File: config.mk
export PLATFORM = sky130hd
export DESIGN_NAME = ordered_timer_queue
export DESIGN_NICKNAME = d
export VERILOG_FILES = /design/src/design/otq_pkg.sv /design/src/design/otq_slot_mem.sv /design/src/design/ordered_timer_queue.sv
export SDC_FILE = /design/constraint.sdc
export NUM_CORES = 2
export LEC_CHECK = 0
export ABC_AREA = 1
export BUFFER_PORTS_ARGS = -buffer_cell sky130_fd_sc_hd__buf_4
export CAP_MARGIN = 10
export CORE_MARGIN = 3
export CORE_UTILIZATION = 60
export DETAILED_ROUTE_END_ITERATION = 8
export PLACE_DENSITY = 0.77
export SLEW_MARGIN = 40
export SYNTH_ARGS = -nofsm -noshare
export SYNTH_HDL_FRONTEND = slang
export SYNTH_SLANG_ARGS = --single-unit
File: constraint.sdc
create_clock -name clk -period 15.2 [get_ports clk]
set_input_delay 1.52 -clock clk [delete_from_list [all_inputs] [get_ports clk]]
set_output_delay 1.52 -clock clk [all_outputs]
set_load 0.005 [all_outputs]
File: src/design/otq_pkg.sv
// ---------------------------------------------------------------------------
// otq_pkg - shared types and constants of the ordered timer queue
//
// Field widths, opcode and status codes, the slot memory word and the
// default configuration values.
// ---------------------------------------------------------------------------
`default_nettype none

package otq_pkg;

  // Field widths
  localparam int TIME_W  = 62;
  localparam int IVL_W   = 32;
  localparam int SLOT_W  = 4;
  localparam int DELAY_W = 20;

  // Defaults
  localparam int TIMER_SLOTS_DEF = 16;
  localparam int MAX_RESULTS     = 16;
  localparam logic [DELAY_W-1:0] MIN_DELAY_RST = DELAY_W'(100);

  // Operation codes
  typedef enum logic [1:0] {
    OP_ADD    = 2'd0,
    OP_CANCEL = 2'd1,
    OP_TICK   = 2'd2,
    OP_RSVD   = 2'd3
  } otq_op_t;

  // Result status codes
  typedef enum logic [1:0] {
    STS_OK       = 2'd0,
    STS_ARMED    = 2'd1,
    STS_UNARMED  = 2'd2,
    STS_BAD_OP   = 2'd3
  } otq_status_t;

  // One slot memory word
  typedef struct packed {
    logic [TIME_W-1:0] expiry;
    logic [IVL_W-1:0]  interval;
  } otq_word_t;

endpackage

`default_nettype wire

File: src/design/otq_slot_mem.sv
// ---------------------------------------------------------------------------
// otq_slot_mem - slot expiry and interval store
//
// One write port and one read port, read data registered.
// Contents are undefined until written.
// ---------------------------------------------------------------------------
`default_nettype none

module otq_slot_mem
  import otq_pkg::*;
#(
  parameter int TIMER_SLOTS = TIMER_SLOTS_DEF,
  localparam int AW = (TIMER_SLOTS > 1) ? $clog2(TIMER_SLOTS) : 1
) (
  input  wire logic          clk,
  input  wire logic          wr_en,
  input  wire logic [AW-1:0] wr_addr,
  input  wire otq_word_t     wr_data,
  input  wire logic [AW-1:0] rd_addr,
  output otq_word_t          rd_data
);

  otq_word_t mem [TIMER_SLOTS];
  otq_word_t rd_data_r;

  // Write, then read registered
  always_ff @(posedge clk) begin
    if (wr_en) begin
      mem[wr_addr] <= wr_data;
    end
    rd_data_r <= mem[rd_addr];
  end

  assign rd_data = rd_data_r;

endmodule

`default_nettype wire

File: src/design/ordered_timer_queue.sv
// ---------------------------------------------------------------------------
// ordered_timer_queue - timer slots fired in order of expiry
//
// Add, cancel and tick items work on a slot table held in a synchronous
// memory; every result carries the earliest pending expiry and arm delay.
// ---------------------------------------------------------------------------
//
//   channel  direction  handshake          payload
//   in_      in         in_valid/in_stall   opcode, slot, expiry, interval, now
//   out_     out        out_valid/out_stall fired, slot, last, earliest, delay
//   cfg_     in         cfg_wr_en           min_arm_delay (20 bits)
//
// A scan pass walks the slot memory one slot a cycle. Add, cancel and bad opcode run
// one earliest pass, then the ST_NEXT and ST_DLY steps and one emit. A tick with n
// firings runs n + 1 selection passes (n when MAX_RESULTS fire), an update after each
// firing, one earliest pass, the ST_NEXT and ST_DLY steps and max(n, 1) emits. Armed
// bits clear at reset; the slot memory needs no clearing. A new item is taken once the
// last result sits in the output register; a stalled output holds it and the next item waits.
// ---------------------------------------------------------------------------
`default_nettype none

module ordered_timer_queue
  import otq_pkg::*;
#(
  parameter int TIMER_SLOTS = TIMER_SLOTS_DEF
) (
  input  wire logic                clk,
  input  wire logic                rst_n,
  // configuration
  input  wire logic                cfg_wr_en,
  input  wire logic [DELAY_W-1:0]  cfg_wr_data,
  // input channel
  input  wire logic                in_valid,
  output logic                     in_stall,
  input  wire logic [1:0]          in_opcode,
  input  wire logic [SLOT_W-1:0]   in_timer_slot,
  input  wire logic [TIME_W-1:0]   in_expiry_time,
  input  wire logic [IVL_W-1:0]    in_repeat_interval,
  input  wire logic [TIME_W-1:0]   in_now_time,
  // result channel
  output logic                     out_valid,
  input  wire logic                out_stall,
  output logic                     out_fired,
  output logic [SLOT_W-1:0]        out_fired_slot,
  output logic                     out_last,
  output logic                     out_earliest_changed,
  output logic                     out_next_valid,
  output logic [TIME_W-1:0]        out_next_expiry,
  output logic [TIME_W-1:0]        out_arm_delay,
  output logic [1:0]               out_status
);

  localparam int SW = (TIMER_SLOTS > 1) ? $clog2(TIMER_SLOTS) : 1;
  localparam int CW = $clog2(TIMER_SLOTS + 1);
  localparam int KW = $clog2(MAX_RESULTS);
  localparam int NW = $clog2(MAX_RESULTS + 1);

  typedef enum logic [2:0] {
    ST_IDLE,
    ST_SCAN,
    ST_UPD,
    ST_NEXT,
    ST_DLY,
    ST_EMIT
  } state_t;

  state_t               state_r;
  logic [DELAY_W-1:0]   min_delay_r;

  // Slot state
  logic [TIMER_SLOTS-1:0] armed_r;
  logic [TIMER_SLOTS-1:0] taken_r;

  // Latched item
  otq_op_t              op_r;
  otq_status_t          status_r;
  logic [TIME_W-1:0]    exp_in_r;
  logic [TIME_W-1:0]    now_r;
  logic                 excl_en_r;
  logic [SW-1:0]        excl_idx_r;

  // Scan
  logic                 sel_mode_r;
  logic [CW-1:0]        cnt_r;
  logic [SW-1:0]        rd_idx_r;
  logic                 rd_armed_r;
  logic                 found_r;
  logic [SW-1:0]        best_idx_r;
  logic [TIME_W-1:0]    best_exp_r;
  logic [IVL_W-1:0]     best_ivl_r;

  // Firing order and results
  logic [SW-1:0]        order_r [MAX_RESULTS];
  logic [NW-1:0]        n_r;
  logic [KW-1:0]        k_r;
  logic                 nvld_r;
  logic                 chg_r;
  logic [TIME_W-1:0]    next_r;
  logic [TIME_W-1:0]    delay_r;

  // Output register
  logic                 out_valid_r;
  logic                 out_fired_r;
  logic [SLOT_W-1:0]    out_slot_r;
  logic                 out_last_r;
  logic                 out_chg_r;
  logic                 out_nvld_r;
  logic [TIME_W-1:0]    out_next_r;
  logic [TIME_W-1:0]    out_delay_r;
  otq_status_t          out_status_r;

  // Memory ports
  logic                 mem_we;
  logic [SW-1:0]        mem_waddr;
  otq_word_t            mem_wdata;
  logic [SW-1:0]        scan_addr;
  otq_word_t            rd_word;

  // Helpers
  logic                 in_acc;
  logic                 slot_ok;
  logic [SW-1:0]        slot_idx;
  logic                 scan_done;
  logic                 cand;
  logic                 found_nxt;
  logic [TIME_W:0]      rearm_sum;
  logic [TIME_W-1:0]    rearm_exp;
  logic [TIME_W-1:0]    dly_diff;
  logic [TIME_W-1:0]    dly_raw;
  logic [TIME_W-1:0]    min_ext;
  logic                 out_free;
  logic [NW-1:0]        n_inc;
  logic                 emit_last;

  otq_slot_mem #(
    .TIMER_SLOTS (TIMER_SLOTS)
  ) u_mem (
    .clk     (clk),
    .wr_en   (mem_we),
    .wr_addr (mem_waddr),
    .wr_data (mem_wdata),
    .rd_addr (scan_addr),
    .rd_data (rd_word)
  );

  assign in_stall = (state_r != ST_IDLE);
  assign in_acc   = in_valid && !in_stall;
  assign slot_ok  = ({6'd0, in_timer_slot} < 10'(TIMER_SLOTS));
  assign slot_idx = SW'(in_timer_slot);

  // Scan address: slot under read, parked at zero after the last one
  assign scan_done = (cnt_r == CW'(TIMER_SLOTS));
  assign scan_addr = scan_done ? '0 : cnt_r[SW-1:0];

  // Candidate test on the slot whose data returns this cycle
  always_comb begin
    cand = (cnt_r != '0) && rd_armed_r && (!found_r || (rd_word.expiry < best_exp_r));
    if (sel_mode_r) begin
      cand = cand && !taken_r[rd_idx_r] && (rd_word.expiry <= now_r);
    end else begin
      cand = cand && !(excl_en_r && (rd_idx_r == excl_idx_r));
    end
  end
  assign found_nxt = found_r || cand;

  // Re-arm at expiry plus interval, saturating
  assign rearm_sum  = {1'b0, best_exp_r} + {{(TIME_W-IVL_W+1){1'b0}}, best_ivl_r};
  assign rearm_exp  = rearm_sum[TIME_W] ? '1 : rearm_sum[TIME_W-1:0];

  // Memory write: add on accept, re-arm on update
  always_comb begin
    mem_we    = 1'b0;
    mem_waddr = best_idx_r;
    mem_wdata = '{expiry: rearm_exp, interval: best_ivl_r};
    if ((state_r == ST_IDLE) && in_acc && (otq_op_t'(in_opcode) == OP_ADD) && slot_ok &&
        !armed_r[slot_idx]) begin
      mem_we    = 1'b1;
      mem_waddr = slot_idx;
      mem_wdata = '{expiry: in_expiry_time, interval: in_repeat_interval};
    end else if ((state_r == ST_UPD) && (best_ivl_r != '0)) begin
      mem_we    = 1'b1;
    end
  end

  // Arm delay: difference to now, raised to the floor
  assign dly_diff = next_r - now_r;
  assign dly_raw  = (next_r > now_r) ? dly_diff : '0;
  assign min_ext  = TIME_W'(min_delay_r);

  assign out_free  = !out_valid_r || !out_stall;
  assign n_inc     = n_r + NW'(1);
  assign emit_last = (n_r == '0) || ((NW'(k_r) + NW'(1)) == n_r);

  // Configuration register
  always_ff @(posedge clk) begin
    if (!rst_n) begin
      min_delay_r <= MIN_DELAY_RST;
    end else if (cfg_wr_en) begin
      min_delay_r <= cfg_wr_data;
    end
  end

  // Scan read pipeline
  always_ff @(posedge clk) begin
    rd_idx_r   <= scan_addr;
    rd_armed_r <= armed_r[scan_addr];
  end

  // Sequencer, slot flags and output register
  always_ff @(posedge clk) begin
    if (!rst_n) begin
      state_r     <= ST_IDLE;
      armed_r     <= '0;
      out_valid_r <= 1'b0;
    end else begin
      // drop a taken result
      if (out_valid_r && !out_stall) begin
        out_valid_r <= 1'b0;
      end

      unique case (state_r)
        ST_IDLE: begin
          if (in_acc) begin
            op_r       <= otq_op_t'(in_opcode);
            exp_in_r   <= in_expiry_time;
            now_r      <= in_now_time;
            cnt_r      <= '0;
            found_r    <= 1'b0;
            excl_en_r  <= 1'b0;
            excl_idx_r <= slot_idx;
            sel_mode_r <= 1'b0;
            n_r        <= '0;
            status_r   <= STS_OK;
            state_r    <= ST_SCAN;
            unique case (otq_op_t'(in_opcode))
              OP_ADD: begin
                if (slot_ok && !armed_r[slot_idx]) begin
                  armed_r[slot_idx] <= 1'b1;
                  excl_en_r         <= 1'b1;
                end else begin
                  status_r <= STS_ARMED;
                end
              end
              OP_CANCEL: begin
                if (slot_ok && armed_r[slot_idx]) begin
                  armed_r[slot_idx] <= 1'b0;
                end else begin
                  status_r <= STS_UNARMED;
                end
              end
              OP_TICK: begin
                taken_r    <= '0;
                sel_mode_r <= 1'b1;
              end
              OP_RSVD: begin
                status_r <= STS_BAD_OP;
              end
              default: begin
                status_r <= STS_BAD_OP;
              end
            endcase
          end
        end

        ST_SCAN: begin
          // advance one slot, keep the best candidate
          cnt_r   <= cnt_r + CW'(1);
          found_r <= found_nxt;
          if (cand) begin
            best_idx_r <= rd_idx_r;
            best_exp_r <= rd_word.expiry;
            best_ivl_r <= rd_word.interval;
          end
          if (scan_done) begin
            if (!sel_mode_r) begin
              state_r <= ST_NEXT;
            end else if (found_nxt) begin
              state_r <= ST_UPD;
            end else begin
              sel_mode_r <= 1'b0;
              cnt_r      <= '0;
              found_r    <= 1'b0;
            end
          end
        end

        ST_UPD: begin
          // record the firing, re-arm or disarm the slot
          taken_r[best_idx_r]     <= 1'b1;
          order_r[n_r[KW-1:0]]    <= best_idx_r;
          n_r                     <= n_inc;
          if (best_ivl_r == '0) begin
            armed_r[best_idx_r] <= 1'b0;
          end
          sel_mode_r <= (n_inc != NW'(MAX_RESULTS));
          cnt_r      <= '0;
          found_r    <= 1'b0;
          state_r    <= ST_SCAN;
        end

        ST_NEXT: begin
          // earliest pending expiry after the step
          if (excl_en_r) begin
            nvld_r <= 1'b1;
            if (!found_r || (exp_in_r < best_exp_r)) begin
              chg_r  <= 1'b1;
              next_r <= exp_in_r;
            end else begin
              chg_r  <= 1'b0;
              next_r <= best_exp_r;
            end
          end else begin
            nvld_r <= found_r;
            chg_r  <= 1'b0;
            next_r <= found_r ? best_exp_r : '0;
          end
          state_r <= ST_DLY;
        end

        ST_DLY: begin
          if (!nvld_r) begin
            delay_r <= '0;
          end else if (dly_raw < min_ext) begin
            delay_r <= min_ext;
          end else begin
            delay_r <= dly_raw;
          end
          k_r     <= '0;
          state_r <= ST_EMIT;
        end

        ST_EMIT: begin
          // load one result when the output register is free
          if (out_free) begin
            out_valid_r  <= 1'b1;
            out_fired_r  <= (op_r == OP_TICK) && (n_r != '0);
            out_slot_r   <= ((op_r == OP_TICK) && (n_r != '0)) ?
                            SLOT_W'(order_r[k_r]) : '0;
            out_last_r   <= emit_last;
            out_chg_r    <= chg_r;
            out_nvld_r   <= nvld_r;
            out_next_r   <= next_r;
            out_delay_r  <= delay_r;
            out_status_r <= status_r;
            k_r          <= k_r + KW'(1);
            if (emit_last) begin
              state_r <= ST_IDLE;
            end
          end
        end

        default: begin
          state_r <= ST_IDLE;
        end
      endcase
    end
  end

  assign out_valid            = out_valid_r;
  assign out_fired            = out_fired_r;
  assign out_fired_slot       = out_slot_r;
  assign out_last             = out_last_r;
  assign out_earliest_changed = out_chg_r;
  assign out_next_valid       = out_nvld_r;
  assign out_next_expiry      = out_next_r;
  assign out_arm_delay        = out_delay_r;
  assign out_status           = out_status_r;

endmodule

`default_nettype wire
=== Word level (Yosys, flattened, before mapping) ===
Memories as Yosys holds them, arrays and structs flattened. A register that Yosys moved wholly into a read port is not among the register bits.
Cells that the tools add are included.

* Input port bits: 187
* Output and inout bits: 136
* Register bits after elaboration: 564
* Logic and storage cells: 203
* Memory bits (writable): 1,568
* Memories kept: 2

* Add/sub/neg operators: 6
* Multiplexer cells: 69
* Equality and inequality tests: 23
* Bitwise operators: 7
* Reductions and logical operators: 52
* $lt $le $gt $ge: 11

{| class="wikitable"
|+ Memory list
! name !! words !! width !! read ports !! clocked after Yosys merged registers in !! write ports !! RTL line !! text
|-
| u_mem.mem || 16 || 94 || 1 || 1 || 1 || otq_slot_mem.sv:23 || <nowiki>otq_word_t mem [TIMER_SLOTS];</nowiki>
|-
| order_r || 16 || 4 || 1 || 1 || 1 || ordered_timer_queue.sv:93 || <nowiki>logic [SW-1:0] order_r [MAX_RESULTS];</nowiki>
|}

{| class="wikitable"
|+ Operators with widths
! cell !! number
|-
| 2-to-1 mux 62 bit || 5
|-
| less-than comparator 62 bit || 2
|-
| 2-to-1 mux 16 bit || 6
|-
| case mux 16 bit (2 select lines) || 3
|-
| 2-to-1 mux 94 bit || 1
|-
| adder 62 x 32 -> 63 bit || 1
|-
| > comparator 62 bit || 1
|-
| <= comparator 62 bit || 1
|-
| less-than comparator 62 x 20 -> 1 bit || 1
|-
| subtractor 62 bit || 1
|-
| bitwise AND 16 bit || 2
|-
| zero test 32 bit || 1
|-
| inverter 16 bit || 2
|-
| OR 16 bit || 2
|-
| nonzero test 32 bit || 1
|-
| 2-to-1 mux 1 bit || 27
|-
| less-than comparator 4 x 5 -> 1 bit (second input constant) || 4
|-
| 2-to-1 mux 20 bit || 1
|-
| 2-to-1 mux 5 bit || 4
|-
| 2-to-1 mux 3 bit || 6
|-
| case mux 3 bit (6 select lines) || 1
|-
| AND reduction 3 bit || 6
|-
| logical AND 1 bit || 15
|-
| case mux 5 bit (3 select lines) || 1
|-
| 39 further kinds || 73
|}

=== Longest topological paths before layout ===
* Depth after elaboration: 11
* Gate-level depth with buffers: 30
* Depth with buffers taken out: 27

=== Cells and area by module ===
From an unflattened synthesis, not the netlist that was laid out.

* Cell total of the unflattened synthesis: 10,719
* Area, all modules: 104,521.5 µm²

{| class="wikitable"
|+ By module, submodules not included
! module !! area an instance (µm²) !! cells an instance !! sequential area each (µm²) !! times used
|-
| otq_slot_mem || 66,042.1 || 6,171 || 47,045.1 || 1
|-
| ordered_timer_queue || 38,479.4 || 4,548 || 18,527.8 || 1
|}

=== Worst setup path before layout ===
No wires, ideal clock.

* Kind: flip-flop to flip-flop
* Start point: reg now_r[61]
* End point: reg best_exp_r[0] (enable)
* Path buffers: 0
* Cell stages (with the launch flop): 12
* Arrival time: 8.461 ns
* Setup time: 0.675 ns
* Clock period less this slack: 9.136 ns
* Required time: 14.525 ns
* Path slack: 6.064 ns
* Cells stage by stage: edfxtp_1 -> inv_1 -> ha_1 -> nand2_1 -> nor4_1 -> nand3b_1 -> or4_1 -> nand2_1 -> nand2_1 -> nand2_1 -> nand2_1 -> nor3_1

* Word-level cells in the longest chain between the ends: 4

{| class="wikitable"
|+ RTL lines
! element !! RTL line !! text
|-
| start, declared || ordered_timer_queue.sv:78 || <nowiki>logic [TIME_W-1:0] now_r;</nowiki>
|-
| start signal, assigned || ordered_timer_queue.sv:226 || <nowiki>now_r <= in_now_time;</nowiki>
|-
| <= comparator 62 bit || ordered_timer_queue.sv:159 || <nowiki>cand = cand && !taken_r[rd_idx_r] && (rd_word.expiry <= now_r);</nowiki>
|-
| logical AND 1 bit || ordered_timer_queue.sv:159 ||
|-
| 2-to-1 mux 1 bit || ordered_timer_queue.sv:158 || <nowiki>if (sel_mode_r) begin</nowiki>
|-
| AND reduction 3 bit (no line) || -- ||
|-
| end signal, assigned || ordered_timer_queue.sv:271 || <nowiki>best_exp_r <= rd_word.expiry;</nowiki>
|-
| end, declared || ordered_timer_queue.sv:89 || <nowiki>logic [TIME_W-1:0] best_exp_r;</nowiki>
|}

Every way passes these cells.
A chain may end at the register's enable or synchronous reset.

=== Final worst setup path ===
* Start point: in in_timer_slot[0]
* End point: mem u_mem.mem[5][35] (netlist name) (enable)

* Word-level cells in the longest chain between the ends: 7
* Elaborated cells on any way between the ends: 8
* Those cells by class: mux (6); reduce/logical (2)

{| class="wikitable"
|+ RTL lines
! element !! RTL line !! text
|-
| start, declared || ordered_timer_queue.sv:36 || <nowiki>input wire logic [SLOT_W-1:0] in_timer_slot,</nowiki>
|-
| binary-select mux 1 bit (select 4 bit) || ordered_timer_queue.sv:176 || <nowiki>!armed_r[slot_idx]) begin</nowiki>
|-
| 2-to-1 mux 1 bit (not written as such) || ordered_timer_queue.sv:176 ||
|-
| zero test 1 bit || -- ||
|-
| logical AND 1 bit || ordered_timer_queue.sv:175 || <nowiki>if ((state_r == ST_IDLE) && in_acc && (otq_op_t'(in_opcode) == OP_ADD) && slot_ok &&</nowiki>
|-
| 2-to-1 mux 1 bit || ordered_timer_queue.sv:175 ||
|-
| 2-to-1 mux 1 bit || otq_slot_mem.sv:28 || <nowiki>if (wr_en) begin</nowiki>
|-
| 2-to-1 mux 1 bit (not written as such) || otq_slot_mem.sv:29 || <nowiki>mem[wr_addr] <= wr_data;</nowiki>
|-
| end, declared || otq_slot_mem.sv:23 ||
|}

Several ways; a longest one is shown, not always the timed one. The select of a mux whose other input is x is not followed.

==> key figures <==
GRT
  – First-pass GRT wire length: 447000 um
  – GRT Overall Usage: 36.1%
  – Largest net degree at the start of global routing: 169
  – Total global routing overflow: 0
  – Routing usage on met3: 9.30%
  – Antenna violations before repair: 22
  – Met1 GRT Util: 47.8%
  – Global Route met2 Usage: 54.8%
  – Busiest grt layer: met2
  – Vias in the first global route: 68500

Routing
  – Routed WL: 312000 um
  – Via count: 72800
  – Detailed Routing Iterations Pass 1: 9
  – Drt wl/cell: 27.5 um
  – Post-route ant nets: 0
  – DRT iter0 DRCs: 10500
  – DRC viols: 0
  – DR vias/cell: 6.41

Timing
  – Tcrit/Tclk final: 38.8%
  – Fmax: 170 MHz
  – Final setup viols: 0
  – Setup TNS: 0 ns
  – RSZ-0062 raised after global routing: no
  – Slew Limit Fails: 0
  – Min Tclk post-route: 5.90 ns
  – Worst slew pin tran: 0.939 ns
  – Slew HR: 36.7%
  – Setup Skew: 0.0859 ns
  – Final Hold Vio Count: 0

Pwr
  – Part of the power in registers: 44.4%
  – Switching part of the total: 33.9%
  – Static leakage power: 40.5 nW
  – Worst vdd ir: 0.140 mV
  – PD cells: 159 mW/mm^2
  – Gate power share: 25.4%
  – Int Power: 11.7 mW
  – Clk network pwr share: 30.2%
  – Sw Pwr: 5.98 mW

Worst setup path
  – Reg-to-reg slack, setup: 9.69 ns
  – Startpoint types: primary input
  – R2R cell count: 22
  – Crit-path max cell delay: 0.77 ns
  – Critical path arrival: 6.40 ns
  – Crit-path cells: buf_4 -> inv_1 -> nor2_1 -> inv_1 -> o22ai_1 -> o21ai_0 -> o21ai_0 -> nor2_1 -> nand2_4 -> o21ai_0 -> nand3_1 -> nor2_4 -> buf_4 -> buf_4
  – Worst path required time: 15.70 ns
  – Reg2reg end: delay_r[22]
  – Critical path's slowest cell: buf_4
  – Critical path fanouts, max: 39
  – R2r startpoint: next_r[55]
  – Critical path class: primary input to register
  – CP endpoint kind: register

Synth
  – Synthesized flop and latch total: 2230
  – Cell Area, Synth: 0.0984 sq mm
  – Syn_area_per_cell: 11.3 sq um
  – Netlist cell types: 62
  – Post-Syn Nets: 9233
  – Main synth FF type: edfxtp_1
  – Seq/Total Area, Yosys: 66.6%
  – Ys async rst share: 0%
  – Area fraction of the dominant cell type after synthesis: 63.8%
  – Synth area leaders: edfxtp_1 64%, o21ai_0 5.2%, nor2_1 4.9%
  – Post-synthesis instance total: 8739
  – YS warnings: 0
  – Post-synth EDFFs: 2091
  – Area leader, netlist: edfxtp_1

Clock network
  – CTS Buffer Depth: 3
  – Hold-fix buffers at CTS: 0
  – H-Tree Depth: 4
  – Post CTS Setup Buffer Count: 0
  – CTS clk-pin slew, worst paths: 0.06 ns
  – CTS tree: yes
  – Root buffer cell: clkbuf_16
  – Post-CTS resize count: 0
  – Sink Count: 2230
  – CTS Buf Count: 211
  – Worst skew pair latency: 0.89 ns

Cells and area
  – Final Cell Area: 0.111 sq mm
  – Non-Filler Instances: 11300
  – Area grow syn2layout: 12.6%
  – Layout cells sized above 1: 9.56%
  – Filler instances: 11700
  – Final net count: 9467

Status
  – Outcome: finished, final reports clean

Floorplanning
  – Initial core utilization: 60.4%
  – Die ar.: 0.169 sq mm
  – I/O Pins: 323
  – Die Span Y: 411 um
  – Core ar.: 0.163 sq mm
  – Row Count: 148
  – Die X-Extent: 411 um

Job
  – Max cap viols: 0

Hold path
  – Hold Crit Endpoint: best_ivl_r[2]
  – Hold path start: u_mem.rd_data[2]
  – Worst min path class: register to register
  – Hold path depth: 0

Placed design
  – Inst Count DP: 10900
  – Area after DPL: 0.104 sq mm
  – RD Place Congestion: 1.01
  – IO buf count: 322
  – Hpwl dp: 200000 um
==> stage by stage <==
| stage | total power, mW | hold slack (ns) | setup slack [ns] | util [%] |
|---|---|---|---|---|
| floorplan | 10.5 | 0.386 | 6.06 | - |
| global placement | 12.1 | 0.386 | 8.25 | 63.2 |
| detailed placement | 12.3 | 0.389 | 8.51 | 63.6 |
| CTS | 17.5 | 0.401 | 9.40 | 67.9 |
| global route | 18.3 | 0.407 | 9.11 | 68.0 |
| finish | 17.6 | 0.405 | 9.30 | 68.0 |
==> worst max-delay path, delay by kind of cell <==
kind            cells  cell delay, ns
compound gates      4            1.12
buf+inv             5            1.90
simple gates        5            1.77
==> flip-flops by register name, indices dropped and copies added, names as in the netlist, 3 cells and up, named ones only <==
| signal | count |
|---|---|
| min_delay_r | 20 |
| out_next_expiry | 62 |
| rd_idx_r | 4 |
| u_mem.mem | 1504 |
| k_r | 4 |
| u_mem.rd_data | 94 |
| order_r | 64 |
| delay_r | 62 |
| best_ivl_r | 32 |
| out_fired_slot | 4 |
| best_idx_r | 4 |
| out_arm_delay | 62 |
| now_r | 62 |
| cnt_r | 5 |
| best_exp_r | 62 |
| n_r | 5 |
| excl_idx_r | 4 |
| state_r | 3 |
| next_r | 62 |
| taken_r | 16 |
| exp_in_r | 62 |
==> power groups by stage <==
stage / Sequential [mW] / Combinational (mW) / Clock [mW]
2_1_floorplan: 7.70 / 2.80 / 0
3_3_place_gp: 7.91 / 4.15 / 0
3_5_place_dp: 7.92 / 4.34 / 0
4_1_cts: 7.79 / 4.37 / 5.35
5_1_grt: 7.83 / 4.85 / 5.60
6_report: 7.83 / 4.49 / 5.33
==> area by class of cell <==
type                    instances  area, sq um  area share [%]
clock buffers                 284         5720            5.16
repair buffers                432         3570            3.22
multi-input cells            5374        29100            26.2
inverters                     724         2760            2.49
flip-flops and latches       2230        65600            59.2
well taps                    2175         2720            2.46
diodes                         13         32.5          0.0294
clock inverters               117         1370            1.24
==> worst max path at each step <==
stage	startpoint	endpoint	slack, ns	cells past startpoint
detailed placement	in_timer_slot[0]	u_mem.mem[4][35]	8.51	14
floorplan	now_r[61]	best_exp_r[0]	6.06	11
global route	in_timer_slot[0]	u_mem.mem[5][65]	9.11	14
CTS	in_timer_slot[0]	u_mem.mem[4][82]	9.40	14
finish	in_timer_slot[0]	u_mem.mem[5][35]	9.30	14
global placement	in_timer_slot[0]	u_mem.mem[5][37]	8.25	14
==> cell usage in the layout (no fill, tap or decap), types with 35 or more instances in the layout <==
cell / count
nor2_1: 1251
o221ai_1: 273
clkbuf_1: 58
inv_1: 697
ha_1: 305
buf_4: 385
dfxtp_1: 139
a21oi_1: 330
clkinv_1: 37
o21ai_0: 1009
o22a_1: 114
nand4_1: 85
xnor2_1: 45
o22ai_1: 86
clkbuf_16: 212
nor3_1: 45
edfxtp_1: 2091
a31oi_2: 37
nand2_1: 1265
nand3_1: 257
xor2_1: 35
==> cell usage after synthesis, types with 4 or more instances <==
cell type,n
edfxtp_1,2091
nor2_1,1273
nand2_1,1271
o21ai_0,1015
inv_1,701
clkbuf_1,350
a21oi_1,330
ha_1,305
o221ai_1,273
nand3_1,257
dfxtp_1,139
o22a_1,114
o22ai_1,86
nand4_1,85
a31oi_1,69
nor3_1,46
xnor2_1,45
buf_1,38
xor2_1,35
nand3b_1,22
nor4_1,21
inv_2,18
buf_2,15
o21a_1,15
o31ai_1,11
o211ai_1,10
a41oi_1,9
nor2_2,9
nand2_2,8
o32ai_1,8
buf_6,7
or2_2,6
a211oi_1,5
o21bai_1,5
and3_1,4
clkinv_1,4
==> cells by family after synthesis <==
family,synth area share (%)
xor gates and xnor gates,0.712
and+or+nand+nor,12.4
buffers and inverters,4.41
adders and majority gates,3.92
AOI/OAI and AO/OA,12.0
DFF,66.6
==> routing by layer <==
metal	vias to the layer above	wire length, um
met3	982	39800
met2	5038	140000
li1	31800	-
met4	18	19700
met1	34900	113000
met5	-	304
(Power assumes the default switching activity.)
